### config.mk
export PLATFORM = sky130hd
export DESIGN_NAME = three_point_adc_calibration_top
export DESIGN_NICKNAME = d
export VERILOG_FILES = /design/src/rtl/tpac_pkg.sv /design/src/rtl/tpac_cfg.sv /design/src/rtl/tpac_front.sv /design/src/rtl/tpac_div_stage.sv /design/src/rtl/three_point_adc_calibration_top.sv
export SDC_FILE = /design/constraint.sdc
export NUM_CORES = 2
export LEC_CHECK = 0
export ABC_CLOCK_PERIOD_IN_PS = 6000
export BUFFER_PORTS_ARGS = -buffer_cell sky130_fd_sc_hd__buf_2
export CAP_MARGIN = 20
export CORE_UTILIZATION = 55
export DETAILED_ROUTE_END_ITERATION = 8
export PLACE_DENSITY = 0.74
export SLEW_MARGIN = 10
export SYNTH_ARGS = -nofsm -noshare
export SYNTH_HDL_FRONTEND = slang
export SYNTH_SLANG_ARGS = --single-unit
### constraint.sdc
create_clock -name i_clk -period 6 [get_ports i_clk]
set_input_delay 0 -clock i_clk [delete_from_list [all_inputs] [get_ports i_clk]]
set_output_delay 0 -clock i_clk [all_outputs]
set_load 0.005 [all_outputs]
### src/rtl/tpac_pkg.sv
`default_nettype none

package tpac_pkg;

    localparam int CFG_IDX_W = 3;

    localparam logic [CFG_IDX_W-1:0] CFG_ADC_0   = 3'd0;
    localparam logic [CFG_IDX_W-1:0] CFG_ADC_1   = 3'd1;
    localparam logic [CFG_IDX_W-1:0] CFG_ADC_2   = 3'd2;
    localparam logic [CFG_IDX_W-1:0] CFG_VALUE_0 = 3'd3;
    localparam logic [CFG_IDX_W-1:0] CFG_VALUE_1 = 3'd4;
    localparam logic [CFG_IDX_W-1:0] CFG_VALUE_2 = 3'd5;

    typedef struct packed {
        logic valid;
        logic zero;
        logic neg;
    } t_ctl;

endpackage

`default_nettype wire

### src/rtl/tpac_cfg.sv
`default_nettype none

module tpac_cfg #(
    parameter int ADC_BITS   = 10,
    parameter int VALUE_BITS = 16,
    parameter int CFG_W      = 16
) (
    input  wire logic                           i_clk,
    input  wire logic                           i_rst_n,
    input  wire logic                           i_cfg_we,
    input  wire logic [tpac_pkg::CFG_IDX_W-1:0] i_cfg_idx,
    input  wire logic [CFG_W-1:0]               i_cfg_data,
    output logic [ADC_BITS-1:0]                 o_adc_0,
    output logic [ADC_BITS-1:0]                 o_adc_1,
    output logic [ADC_BITS-1:0]                 o_adc_2,
    output logic signed [VALUE_BITS-1:0]        o_value_0,
    output logic signed [VALUE_BITS-1:0]        o_value_1,
    output logic signed [VALUE_BITS-1:0]        o_value_2
);
    import tpac_pkg::*;

    logic [ADC_BITS-1:0]   r_adc_0, r_adc_1, r_adc_2;
    logic [VALUE_BITS-1:0] r_value_0, r_value_1, r_value_2;

    always_ff @(posedge i_clk) begin
        if (!i_rst_n) begin
            r_adc_0   <= '0;
            r_adc_1   <= '0;
            r_adc_2   <= '0;
            r_value_0 <= '0;
            r_value_1 <= '0;
            r_value_2 <= '0;
        end else if (i_cfg_we) begin
            case (i_cfg_idx)
                CFG_ADC_0:   r_adc_0   <= i_cfg_data[ADC_BITS-1:0];
                CFG_ADC_1:   r_adc_1   <= i_cfg_data[ADC_BITS-1:0];
                CFG_ADC_2:   r_adc_2   <= i_cfg_data[ADC_BITS-1:0];
                CFG_VALUE_0: r_value_0 <= i_cfg_data[VALUE_BITS-1:0];
                CFG_VALUE_1: r_value_1 <= i_cfg_data[VALUE_BITS-1:0];
                CFG_VALUE_2: r_value_2 <= i_cfg_data[VALUE_BITS-1:0];
                default: begin
                end
            endcase
        end
    end

    assign o_adc_0   = r_adc_0;
    assign o_adc_1   = r_adc_1;
    assign o_adc_2   = r_adc_2;
    assign o_value_0 = $signed(r_value_0);
    assign o_value_1 = $signed(r_value_1);
    assign o_value_2 = $signed(r_value_2);

endmodule

`default_nettype wire

### src/rtl/tpac_front.sv
`default_nettype none

module tpac_front #(
    parameter int ADC_BITS   = 10,
    parameter int VALUE_BITS = 16,
    parameter int NW         = ADC_BITS + VALUE_BITS + 3,
    parameter int RW         = NW + 1
) (
    input  wire logic                           i_clk,
    input  wire logic                           i_rst_n,
    input  wire logic                           i_valid,
    input  wire logic [ADC_BITS-1:0]            i_adc_sample,
    input  wire logic [ADC_BITS-1:0]            i_adc_0,
    input  wire logic [ADC_BITS-1:0]            i_adc_1,
    input  wire logic [ADC_BITS-1:0]            i_adc_2,
    input  wire logic signed [VALUE_BITS-1:0]   i_value_0,
    input  wire logic signed [VALUE_BITS-1:0]   i_value_1,
    input  wire logic signed [VALUE_BITS-1:0]   i_value_2,
    output tpac_pkg::t_ctl                      o_ctl,
    output logic [RW-1:0]                       o_rem,
    output logic [ADC_BITS:0]                   o_den
);
    import tpac_pkg::*;

    localparam int A = ADC_BITS;
    localparam int V = VALUE_BITS;

    // stage 1: segment select and differences
    logic [A-1:0]        n_ai, n_aj;
    logic signed [V-1:0] n_vi, n_vj;
    logic signed [A:0]   n_dx, n_den1;
    logic signed [V:0]   n_dv;
    logic                n_below;
    t_ctl                n_ctl1;

    t_ctl                r_ctl1;
    logic signed [A:0]   r_dx1, r_den1;
    logic signed [V:0]   r_dv1;
    logic signed [V-1:0] r_vi1;

    always_comb begin
        n_below = (i_adc_sample < i_adc_0);
        if (i_adc_sample < i_adc_1) begin
            n_ai = i_adc_0;
            n_aj = i_adc_1;
            n_vi = i_value_0;
            n_vj = i_value_1;
        end else begin
            n_ai = i_adc_1;
            n_aj = i_adc_2;
            n_vi = i_value_1;
            n_vj = i_value_2;
        end
        n_dx   = $signed({1'b0, i_adc_sample}) - $signed({1'b0, n_ai});
        n_den1 = $signed({1'b0, n_aj}) - $signed({1'b0, n_ai});
        n_dv   = (V+1)'(n_vj) - (V+1)'(n_vi);
        n_ctl1.valid = i_valid;
        n_ctl1.zero  = n_below || (n_den1 == '0) || (n_dv == '0);
        n_ctl1.neg   = 1'b0;
    end

    // stage 2: products
    t_ctl                    r_ctl2;
    logic signed [A+V:0]     r_p1;
    logic signed [A+V+1:0]   r_p2;
    logic signed [A:0]       r_den2;

    // stage 3: numerator
    t_ctl                    r_ctl3;
    logic signed [NW-1:0]    r_num;
    logic signed [A:0]       r_den3;

    // stage 4: magnitudes and sign
    t_ctl                    r_ctl4;
    logic [NW-1:0]           r_an;
    logic [A-1:0]            r_ad;
    logic                    n_neg;

    // stage 5: rounded dividend and divisor
    t_ctl                    r_ctl5;
    logic [RW-1:0]           r_rem;
    logic [A:0]              r_dd;

    assign n_neg = r_num[NW-1] ^ r_den3[A];

    always_ff @(posedge i_clk) begin
        if (!i_rst_n) begin
            r_ctl1 <= '0;
            r_ctl2 <= '0;
            r_ctl3 <= '0;
            r_ctl4 <= '0;
            r_ctl5 <= '0;
        end else begin
            r_ctl1 <= n_ctl1;
            r_ctl2 <= r_ctl1;
            r_ctl3 <= r_ctl2;
            r_ctl4 <= '{valid: r_ctl3.valid, zero: r_ctl3.zero, neg: n_neg};
            r_ctl5 <= r_ctl4;
        end
    end

    always_ff @(posedge i_clk) begin
        r_dx1  <= n_dx;
        r_den1 <= n_den1;
        r_dv1  <= n_dv;
        r_vi1  <= n_vi;

        r_p1   <= (A+V+1)'(r_vi1) * (A+V+1)'(r_den1);
        r_p2   <= (A+V+2)'(r_dx1) * (A+V+2)'(r_dv1);
        r_den2 <= r_den1;

        r_num  <= NW'(r_p1) + NW'(r_p2);
        r_den3 <= r_den2;

        r_an   <= r_num[NW-1] ? NW'(-r_num) : NW'(r_num);
        r_ad   <= r_den3[A] ? A'(-r_den3) : A'(r_den3);

        r_rem  <= {r_an, 1'b0} + RW'(r_ad);
        r_dd   <= {r_ad, 1'b0};
    end

    assign o_ctl = r_ctl5;
    assign o_rem = r_rem;
    assign o_den = r_dd;

endmodule

`default_nettype wire

### src/rtl/tpac_div_stage.sv
`default_nettype none

module tpac_div_stage #(
    parameter int RW    = 30,
    parameter int DW    = 11,
    parameter int QW    = 17,
    parameter int SHIFT = 0
) (
    input  wire logic            i_clk,
    input  wire logic            i_rst_n,
    input  tpac_pkg::t_ctl       i_ctl,
    input  wire logic [RW-1:0]   i_rem,
    input  wire logic [DW-1:0]   i_den,
    input  wire logic [QW-1:0]   i_quo,
    output tpac_pkg::t_ctl       o_ctl,
    output logic [RW-1:0]        o_rem,
    output logic [DW-1:0]        o_den,
    output logic [QW-1:0]        o_quo
);
    import tpac_pkg::*;

    logic [RW-1:0] n_den_sh;
    logic [RW:0]   n_trial;
    logic          n_bit;

    t_ctl          r_ctl;
    logic [RW-1:0] r_rem;
    logic [DW-1:0] r_den;
    logic [QW-1:0] r_quo;

    always_comb begin
        n_den_sh = RW'(i_den) << SHIFT;
        n_trial  = {1'b0, i_rem} - {1'b0, n_den_sh};
        n_bit    = !n_trial[RW];
    end

    always_ff @(posedge i_clk) begin
        if (!i_rst_n) begin
            r_ctl <= '0;
        end else begin
            r_ctl <= i_ctl;
        end
    end

    always_ff @(posedge i_clk) begin
        r_rem <= n_bit ? n_trial[RW-1:0] : i_rem;
        r_den <= i_den;
        r_quo <= {i_quo[QW-2:0], n_bit};
    end

    assign o_ctl = r_ctl;
    assign o_rem = r_rem;
    assign o_den = r_den;
    assign o_quo = r_quo;

endmodule

`default_nettype wire

### src/rtl/three_point_adc_calibration_top.sv
`default_nettype none

// Three-point ADC calibration: maps each raw sample to a physical value by
// piecewise-linear interpolation through three points set over the config
// port, rounded half away from zero and saturated to VALUE_BITS signed; a
// sample below the first point, or on a segment with equal codes or equal
// values, yields zero. busy is always low: a sample is taken on every cycle
// that start is high, and each one yields exactly one result, strobed by
// o_valid for one cycle. The pipeline runs five stages of segment select,
// multiplication and rounding set-up, then the restoring divider, one
// quotient bit per stage over VALUE_BITS + 1 stages, then one output
// register. The receiver cannot stall; results must be taken on the strobe.
// Write calibration registers only while no samples are in flight.

module three_point_adc_calibration_top #(
    parameter int ADC_BITS   = 10,
    parameter int VALUE_BITS = 16
) (
    input  wire logic                            i_clk,
    input  wire logic                            i_rst_n,
    input  wire logic                            start,
    output logic                                 busy,
    input  wire logic [ADC_BITS-1:0]             i_adc_sample,
    input  wire logic                            i_cfg_we,
    input  wire logic [tpac_pkg::CFG_IDX_W-1:0]  i_cfg_idx,
    input  wire logic [((ADC_BITS > VALUE_BITS) ? ADC_BITS : VALUE_BITS)-1:0] i_cfg_data,
    output logic                                 o_valid,
    output logic signed [VALUE_BITS-1:0]         o_physical_value,
    output logic                                 o_saturated
);
    import tpac_pkg::*;

    localparam int A     = ADC_BITS;
    localparam int V     = VALUE_BITS;
    localparam int CFG_W = (A > V) ? A : V;
    localparam int NW    = A + V + 3;
    localparam int RW    = NW + 1;
    localparam int DW    = A + 1;
    localparam int QW    = V + 1;
    localparam int NDIV  = V + 1;

    logic [A-1:0]        w_adc_0, w_adc_1, w_adc_2;
    logic signed [V-1:0] w_value_0, w_value_1, w_value_2;

    t_ctl                w_ctl [0:NDIV];
    logic [RW-1:0]       w_rem [0:NDIV];
    logic [DW-1:0]       w_den [0:NDIV];
    logic [QW-1:0]       w_quo [0:NDIV];

    assign busy = 1'b0;

    tpac_cfg #(
        .ADC_BITS   (A),
        .VALUE_BITS (V),
        .CFG_W      (CFG_W)
    ) u_cfg (
        .i_clk      (i_clk),
        .i_rst_n    (i_rst_n),
        .i_cfg_we   (i_cfg_we),
        .i_cfg_idx  (i_cfg_idx),
        .i_cfg_data (i_cfg_data),
        .o_adc_0    (w_adc_0),
        .o_adc_1    (w_adc_1),
        .o_adc_2    (w_adc_2),
        .o_value_0  (w_value_0),
        .o_value_1  (w_value_1),
        .o_value_2  (w_value_2)
    );

    tpac_front #(
        .ADC_BITS   (A),
        .VALUE_BITS (V),
        .NW         (NW),
        .RW         (RW)
    ) u_front (
        .i_clk        (i_clk),
        .i_rst_n      (i_rst_n),
        .i_valid      (start && !busy),
        .i_adc_sample (i_adc_sample),
        .i_adc_0      (w_adc_0),
        .i_adc_1      (w_adc_1),
        .i_adc_2      (w_adc_2),
        .i_value_0    (w_value_0),
        .i_value_1    (w_value_1),
        .i_value_2    (w_value_2),
        .o_ctl        (w_ctl[0]),
        .o_rem        (w_rem[0]),
        .o_den        (w_den[0])
    );

    assign w_quo[0] = '0;

    genvar g;
    generate
        for (g = 0; g < NDIV; g++) begin : g_div
            tpac_div_stage #(
                .RW    (RW),
                .DW    (DW),
                .QW    (QW),
                .SHIFT (V - g)
            ) u_stage (
                .i_clk   (i_clk),
                .i_rst_n (i_rst_n),
                .i_ctl   (w_ctl[g]),
                .i_rem   (w_rem[g]),
                .i_den   (w_den[g]),
                .i_quo   (w_quo[g]),
                .o_ctl   (w_ctl[g+1]),
                .o_rem   (w_rem[g+1]),
                .o_den   (w_den[g+1]),
                .o_quo   (w_quo[g+1])
            );
        end
    endgenerate

    t_ctl          w_fin;
    logic          n_big;
    logic [V-1:0]  n_q;
    logic          n_sat;
    logic [V-1:0]  n_value;

    logic          r_valid;
    logic [V-1:0]  r_value;
    logic          r_sat;

    assign w_fin = w_ctl[NDIV];

    always_comb begin
        n_big = w_quo[NDIV][V];
        n_q   = w_quo[NDIV][V-1:0];
        if (w_fin.zero) begin
            n_sat   = 1'b0;
            n_value = '0;
        end else if (w_fin.neg) begin
            n_sat   = n_big || (n_q[V-1] && (n_q[V-2:0] != '0));
            n_value = n_sat ? {1'b1, {(V-1){1'b0}}} : V'(-n_q);
        end else begin
            n_sat   = n_big || n_q[V-1];
            n_value = n_sat ? {1'b0, {(V-1){1'b1}}} : n_q;
        end
    end

    always_ff @(posedge i_clk) begin
        if (!i_rst_n) begin
            r_valid <= 1'b0;
        end else begin
            r_valid <= w_fin.valid;
        end
    end

    always_ff @(posedge i_clk) begin
        r_value <= n_value;
        r_sat   <= n_sat;
    end

    assign o_valid          = r_valid;
    assign o_physical_value = $signed(r_value);
    assign o_saturated      = r_sat;

endmodule

`default_nettype wire

# ---- Yosys cells after proc, flatten, opt, wreduce, memory -nomap -nowiden
# Index checks and enable logic that the tools add are counted.
dict set report totals {
  reg_bits 1192
  out_inout_bits 19
  inputBits 33
}
dict set report classes {
  n_reduce_logical 32
  n_mul 2
  bitwise 1
  muxes 26
  add_sub_neg 25
  eq_ne 5
  n_lt_le_gt_ge 2
}
# cell n
set ops {}
lappend ops {{30-bit 2-to-1 mux} 16}
lappend ops {{16-bit 2-to-1 mux} 5}
lappend ops {{30-bit by 11-bit subtractor with 31-bit output} 1}
lappend ops {{30-bit by 12-bit subtractor with 31-bit output} 1}
lappend ops {{30-bit by 13-bit subtractor with 31-bit output} 1}
lappend ops {{30-bit by 14-bit subtractor with 31-bit output} 1}
lappend ops {{30-bit by 15-bit subtractor with 31-bit output} 1}
lappend ops {{30-bit by 16-bit subtractor with 31-bit output} 1}
lappend ops {{30-bit by 17-bit subtractor with 31-bit output} 1}
lappend ops {{30-bit by 18-bit subtractor with 31-bit output} 1}
lappend ops {{30-bit by 19-bit subtractor with 31-bit output} 1}
lappend ops {{30-bit by 20-bit subtractor with 31-bit output} 1}
lappend ops {{30-bit by 21-bit subtractor with 31-bit output} 1}
lappend ops {{30-bit by 22-bit subtractor with 31-bit output} 1}
lappend ops {{30-bit by 23-bit subtractor with 31-bit output} 1}
lappend ops {{30-bit by 24-bit subtractor with 31-bit output} 1}
lappend ops {{30-bit by 25-bit subtractor with 31-bit output} 1}
lappend ops {{30-bit by 26-bit subtractor with 31-bit output} 1}
lappend ops {{30-bit by 27-bit subtractor with 31-bit output} 1}
lappend ops {{30-bit by 10-bit adder with 30-bit output} 1}
lappend ops {{10-bit 2-to-1 mux} 3}
lappend ops {{27-bit by 28-bit adder with 29-bit output} 1}
lappend ops {{29-bit negation} 1}
lappend ops {{11-bit by 17-bit multiplier with 28-bit output} 1}
lappend ops {{other kinds (20)} 48}

# ---- Depth between registers and ports, before layout
dict set report depth {
  word_depth 6
  depth_mapped 24
  mapped_depth_nobuf 22
}

# ---- Hierarchy
# From an unflattened synthesis, not the netlist that was laid out.
dict set report hier_totals {
  hier_cells 6689
  area_unflattened_um2 66861.6
}
# mod cells_each n_inst area_per_inst_um2 seq_area_each_um2
set modules_own_cells {}
lappend modules_own_cells {tpac_front 2808 1 25135.4 5024.8}
lappend modules_own_cells {tpac_cfg 275 1 2855.2 1561.5}
lappend modules_own_cells {{tpac_div_stage at g_div[16].u_stage} 238 1 2439.8 1221.2}
lappend modules_own_cells {{tpac_div_stage at g_div[15].u_stage} 239 1 2421.1 1221.2}
lappend modules_own_cells {{tpac_div_stage at g_div[10].u_stage} 223 1 2373.5 1221.2}
lappend modules_own_cells {{tpac_div_stage at g_div[14].u_stage} 219 1 2357.3 1221.2}
lappend modules_own_cells {{tpac_div_stage at g_div[13].u_stage} 219 1 2348.5 1221.2}
lappend modules_own_cells {{tpac_div_stage at g_div[11].u_stage} 227 1 2338.5 1221.2}
lappend modules_own_cells {{tpac_div_stage at g_div[12].u_stage} 212 1 2264.7 1221.2}
lappend modules_own_cells {{tpac_div_stage at g_div[7].u_stage} 216 1 2248.4 1221.2}
lappend modules_own_cells {{tpac_div_stage at g_div[9].u_stage} 195 1 2243.4 1221.2}
lappend modules_own_cells {{tpac_div_stage at g_div[3].u_stage} 202 1 2163.3 1221.2}
lappend modules_own_cells {{tpac_div_stage at g_div[8].u_stage} 192 1 2135.8 1221.2}
lappend modules_own_cells {{tpac_div_stage at g_div[5].u_stage} 193 1 2120.8 1221.2}
lappend modules_own_cells {{6 more rows} n/a n/a n/a n/a}

# ---- Worst setup path before layout
# No wires, ideal clock.
dict set report synth_path {
  path_kind {register to register}
  from {register u_cfg.r_adc_1[1] (netlist: u_cfg.o_adc_1[1])}
  to {register u_front.r_ctl1[1] (netlist bit)}
  t_required_ps 5899
  arrival_ps 5649
  n_path_buf 2
  setup_slack_ps 250
  period_less_slack_ps 5750
  path_stages_with_launch 22
  cell_sequence {dfxtp_1 > inv_1 > ha_1 > a21o_1 > a21o_1 > a21o_1 > a21o_1 > a21oi_1 > o21ai_0 > a31oi_1 > clkbuf_1 > clkbuf_1 > mux2i_1 > fa_1 > a21o_1 > a211oi_1 > nor2_1 > or4_1 > or4_1 > or4_1 > or4b_1 > o41ai_1}
}
dict set report synth_via {
  word_cells_on_any_way 11
}
# element line
set synth_rtl {}
lappend synth_rtl {{start: declaration} tpac_cfg.sv:22} ;# logic [ADC_BITS-1:0] r_adc_0, r_adc_1, r_adc_2;
lappend synth_rtl {{start signal: assignment} tpac_cfg.sv:36} ;# CFG_ADC_1: r_adc_1 <= i_cfg_data[ADC_BITS-1:0];
lappend synth_rtl {{10-bit < comparator *} tpac_front.sv:43} ;# if (i_adc_sample < i_adc_1) begin
lappend synth_rtl {{16-bit 2-to-1 mux} tpac_front.sv:43}
lappend synth_rtl {{16-bit by 16-bit subtractor with 17-bit output *} tpac_front.sv:56} ;# n_dv = (V+1)'(n_vj) - (V+1)'(n_vi);
lappend synth_rtl {{net u_front.n_dv[4]} tpac_front.sv:32} ;# logic signed [V:0] n_dv;
lappend synth_rtl {{17-bit logical NOT *} tpac_front.sv:58} ;# n_ctl1.zero = n_below || (n_den1 == '0) || (n_dv == '0);
lappend synth_rtl {{1-bit logical OR *} tpac_front.sv:58}
lappend synth_rtl {{end signal: assignment} tpac_front.sv:94} ;# r_ctl1 <= n_ctl1;
lappend synth_rtl {{end: declaration} tpac_front.sv:36} ;# t_ctl r_ctl1;
# Mark *: on every way through the listed nets, which the timed path passes. The rest lies on a longest branch.
# A chain may end at the register's enable or synchronous reset.

# ---- Final worst setup path
dict set report layout_path {
  from {register u_front.r_den1[2]}
  to {register u_front.r_p1[25]}
}
dict set report layout_via {
  elab_chain_cells 1
}
# element line
set layout_lines {}
lappend layout_lines {{start: declaration} tpac_front.sv:37} ;# logic signed [A:0] r_dx1, r_den1;
lappend layout_lines {{start signal: assignment} tpac_front.sv:104} ;# r_den1 <= n_den1;
lappend layout_lines {{16-bit by 11-bit multiplier with 27-bit output} tpac_front.sv:108} ;# r_p1 <= (A+V+1)'(r_vi1) * (A+V+1)'(r_den1);
lappend layout_lines {{end signal: assignment} tpac_front.sv:108}
lappend layout_lines {{end: declaration} tpac_front.sv:64} ;# logic signed [A+V:0] r_p1;
# No other way between the ends.

==> metrics.md <==
| Metric | Value |
|---|---|
| Worst skew pair latency | `0.71 ns` |
| Final cycle utilization of the critical path | `94.2%` |
| Buffers on Ports | `50` |
| Root buffer cell | `clkbuf_16` |
| CP Cell Sequence | `buf_4, nand2_1, fa_1, fa_1, inv_1, fa_1, fa_1, inv_1, fa_1, inv_1, ha_1, and2_1, nand4_1, nand2_1, a41oi_1, a41o_1, a21oi_1, a211o_1, a21oi_1, xnor2_1` |
| Placer Congestion | `0.883` |
| Yosys warns | `0` |
| Setup_tns | `0 ns` |
| Starting Density | `55.7%` |
| Worst Setup Start Kind | `register` |
| Post-synth EDFFs | `0` |
| Vias in the first global route | `39000` |
| Critical Path RT | `6.61 ns` |
| I/O Pins | `52` |
| Initial antenna violation count | `1` |
| Worst-margin pin slew | `1.09 ns` |
| # Max-Cap Violations | `0` |
| CP dominant cell by count | `fa_1` |
| Highest Clock Rate | `0.177 GHz` |
| Dominant cell by count in the synthesized netlist | `dfxtp_1` |
| Overall Global Routing Usage | `21.5%` |
| Slew headroom | `26.7%` |
| Seq/Total Area, Yosys | `41.4%` |
| Clock-pin slew on the worst setup and hold paths | `0.06 ns` |
| Row cnt | `117` |
| Post-synth top area share | `41.4%` |
| RSZ-0062 raised after global routing | `false` |
| Ys async rst share | `0%` |
| Final hold vios | `0` |
| Mean Syn Cell Area | `9.79 µm²` |
| Synth Flop Type | `dfxtp_1` |
| Wire per inst | `15.0 µm` |
| Area Growth Syn to Fin | `11.8%` |
| Die area | `105000 µm²` |
| CTS Buf Count | `113` |
| WL met1 | `44.9 mm` |
| Pre-antenna DRT Iters | `5` |
| Worst setup EP type | `register` |
| CP max-delay cell | `fa_1` |
| Die width | `323 µm` |
| Mapped Nets | `6566` |
| Die height | `323 µm` |
| Routed wl met3 | `3.76 mm` |
| Total vias in the final route | `38600` |
| CTS tree | `yes` |
| Pin count of the biggest net entering global routing | `99` |
| Crit path kind | `reg -> reg` |
| HPWL after detailed placement | `84.1 mm` |
| Core area | `102000 µm²` |
| Overflow after GRT | `0` |
| Drt drc | `0` |
| Unique masters post-synth | `83` |
| Crit-path max cell delay | `0.55 ns` |
| Synth cell count leaders | `dfxtp_1 (1175), inv_1 (717), nand2_1 (598)` |
| Synth Register Bits | `1175` |
| Synthesized cell area | `56800 µm²` |
| Tmin final | `5.65 ns` |
| CP arrival | `6.26 ns` |
| Fin. max-slew vios | `0` |
| Layout cells sized above 1 | `7.43%` |
| Leading area contributor after synthesis | `dfxtp_1` |
| First-pass GRT wire length | `185 mm` |
| Crit path buffers/inverters | `4` |
| Outcome | `finished, final reports clean` |
| Buffers inserted by post-CTS timing repair | `0` |
| Largest cells by area after synthesis | `dfxtp_1 (41%), fa_1 (12%), ha_1 (8.4%), inv_1 (4.7%), xnor2_1 (4.0%)` |
| Final ANT Viol Nets | `0` |
| Clock buffer depth | `3` |
| Clk_skew | `0.0415 ns` |
| Final setup fails | `0` |
| Nets@finish | `6703` |
| Final wirelength | `111 mm` |
| Met2 wire len | `57.8 mm` |
| Fillers | `8254` |
| Hold Path Class | `in -> reg` |
| DR top layer | `met4` |
| CTS Sinks | `1175` |
| CP max FO | `10` |
| H-Tree Depth | `3` |
| Cells after synthesis | `5800` |
| Delay-heaviest family, CP | `adder cells` |
| Initial DRC count | `1617` |
| Vias/cell | `5.21` |
per-stage QoR:
| step | utilization [%] | std cells | worst slack [ns] | cell area [µm²] | hold slack (ns) |
|---|---|---|---|---|---|
| global placement | 57.6 | 7144 | 0.158 | 58800 | 0.209 |
| finish | 62.2 | 7403 | 0.350 | 63500 | 0.0730 |
| global route | 62.2 | 7399 | 0.00238 | 63500 | 0.0470 |
| floorplan | - | 5800 | 0.250 | 56800 | 0.127 |
| detailed placement | 57.7 | 7145 | 0.0578 | 58800 | 0.210 |
| CTS | 62.1 | 7394 | 0.0197 | 63400 | 0.00993 |
what timing repair did:
| action | in CTS | in global routing |
|---|---|---|
| gates resized for setup | 0 | 24 |
| hold buffers | 40 | 0 |
| hold endpoints to repair | 91 | 0 |
| endpoints found under the setup margin | 0 | 8 |
path summary, 6_finish.rpt:
path,startpoint,endpoint,slack (ns),depth (start not counted)
worst max register to register,u_front.r_den1[2],u_front.r_p1[25],0.35,20
worst min-delay path,start,u_front.r_ctl1[2],0.07,3
worst max-delay path,u_front.r_den1[2],u_front.r_p1[25],0.35,20
worst min register to register,g_div[4].u_stage.o_rem[1],g_div[5].u_stage.o_rem[1],0.30,0
per-layer routing:
layer  up-vias  global-route usage (%)
met5         -                       0
met4         0                    8.55
met3       243                    3.08
met2       673                    40.8
met1     18500                    23.8
li1      19200                       -
final cells by class:
cell class | instances | area, µm² | share of cell area (%)
inverters | 718 | 2700 | 4.25
flip-flops and latches | 1175 | 23500 | 37.1
multi-input cells | 3760 | 30100 | 47.3
well taps | 1368 | 1710 | 2.70
clock buffers | 148 | 3190 | 5.03
diodes | 4 | 10.0 | 0.0158
clock inverters | 61 | 947 | 1.49
repair buffers | 169 | 1310 | 2.07
sequential cells by signal, indices dropped and copies added (netlist names), 27 cells and up:
| name | flops |
|---|---|
| g_div.u_stage.o_rem | 480 |
| g_div.u_stage.o_quo | 153 |
| u_front.r_p2 | 28 |
| u_front.r_num | 29 |
| u_front.o_rem | 30 |
| g_div.u_stage.o_ctl | 51 |
| u_front.r_an | 29 |
| u_front.r_p1 | 27 |
| g_div.u_stage.o_den | 144 |
layout by cell type, fill, tap and decap left out, drive strengths merged, types with 129 or more instances in the layout:
| cell type | instances |
|---|---|
| inv | 725 |
| xnor2 | 257 |
| and2 | 222 |
| o21ai | 213 |
| dfxtp | 1175 |
| buf | 129 |
| ha | 379 |
| a21oi | 202 |
| nand2 | 598 |
| xor2 | 135 |
| fa | 354 |
| clkbuf | 148 |
| nor2 | 335 |
logic make-up after synthesis:
| family | count (synthesis) | share of synthesized area (%) |
|---|---|---|
| multiplexers | 100 | 1.90 |
| XOR/XNOR | 392 | 6.05 |
| buffers and inverters | 865 | 5.74 |
| other | 1 | 0.00660 |
| AO/OA/AOI/OAI | 853 | 9.64 |
| flip-flops | 1175 | 41.4 |
| adder cells (fa/ha/maj) | 733 | 20.8 |
| AND/OR/NAND/NOR | 1681 | 14.4 |
worst min-delay path, cell delays in order:
cell and delay [ns]:
dlygate4sd3_1 0.52, buf_2 0.09, and2_1 0.10
Power is not shown: default switching activity piles up to over one toggle a cycle in this logic, so the estimate is an artifact.
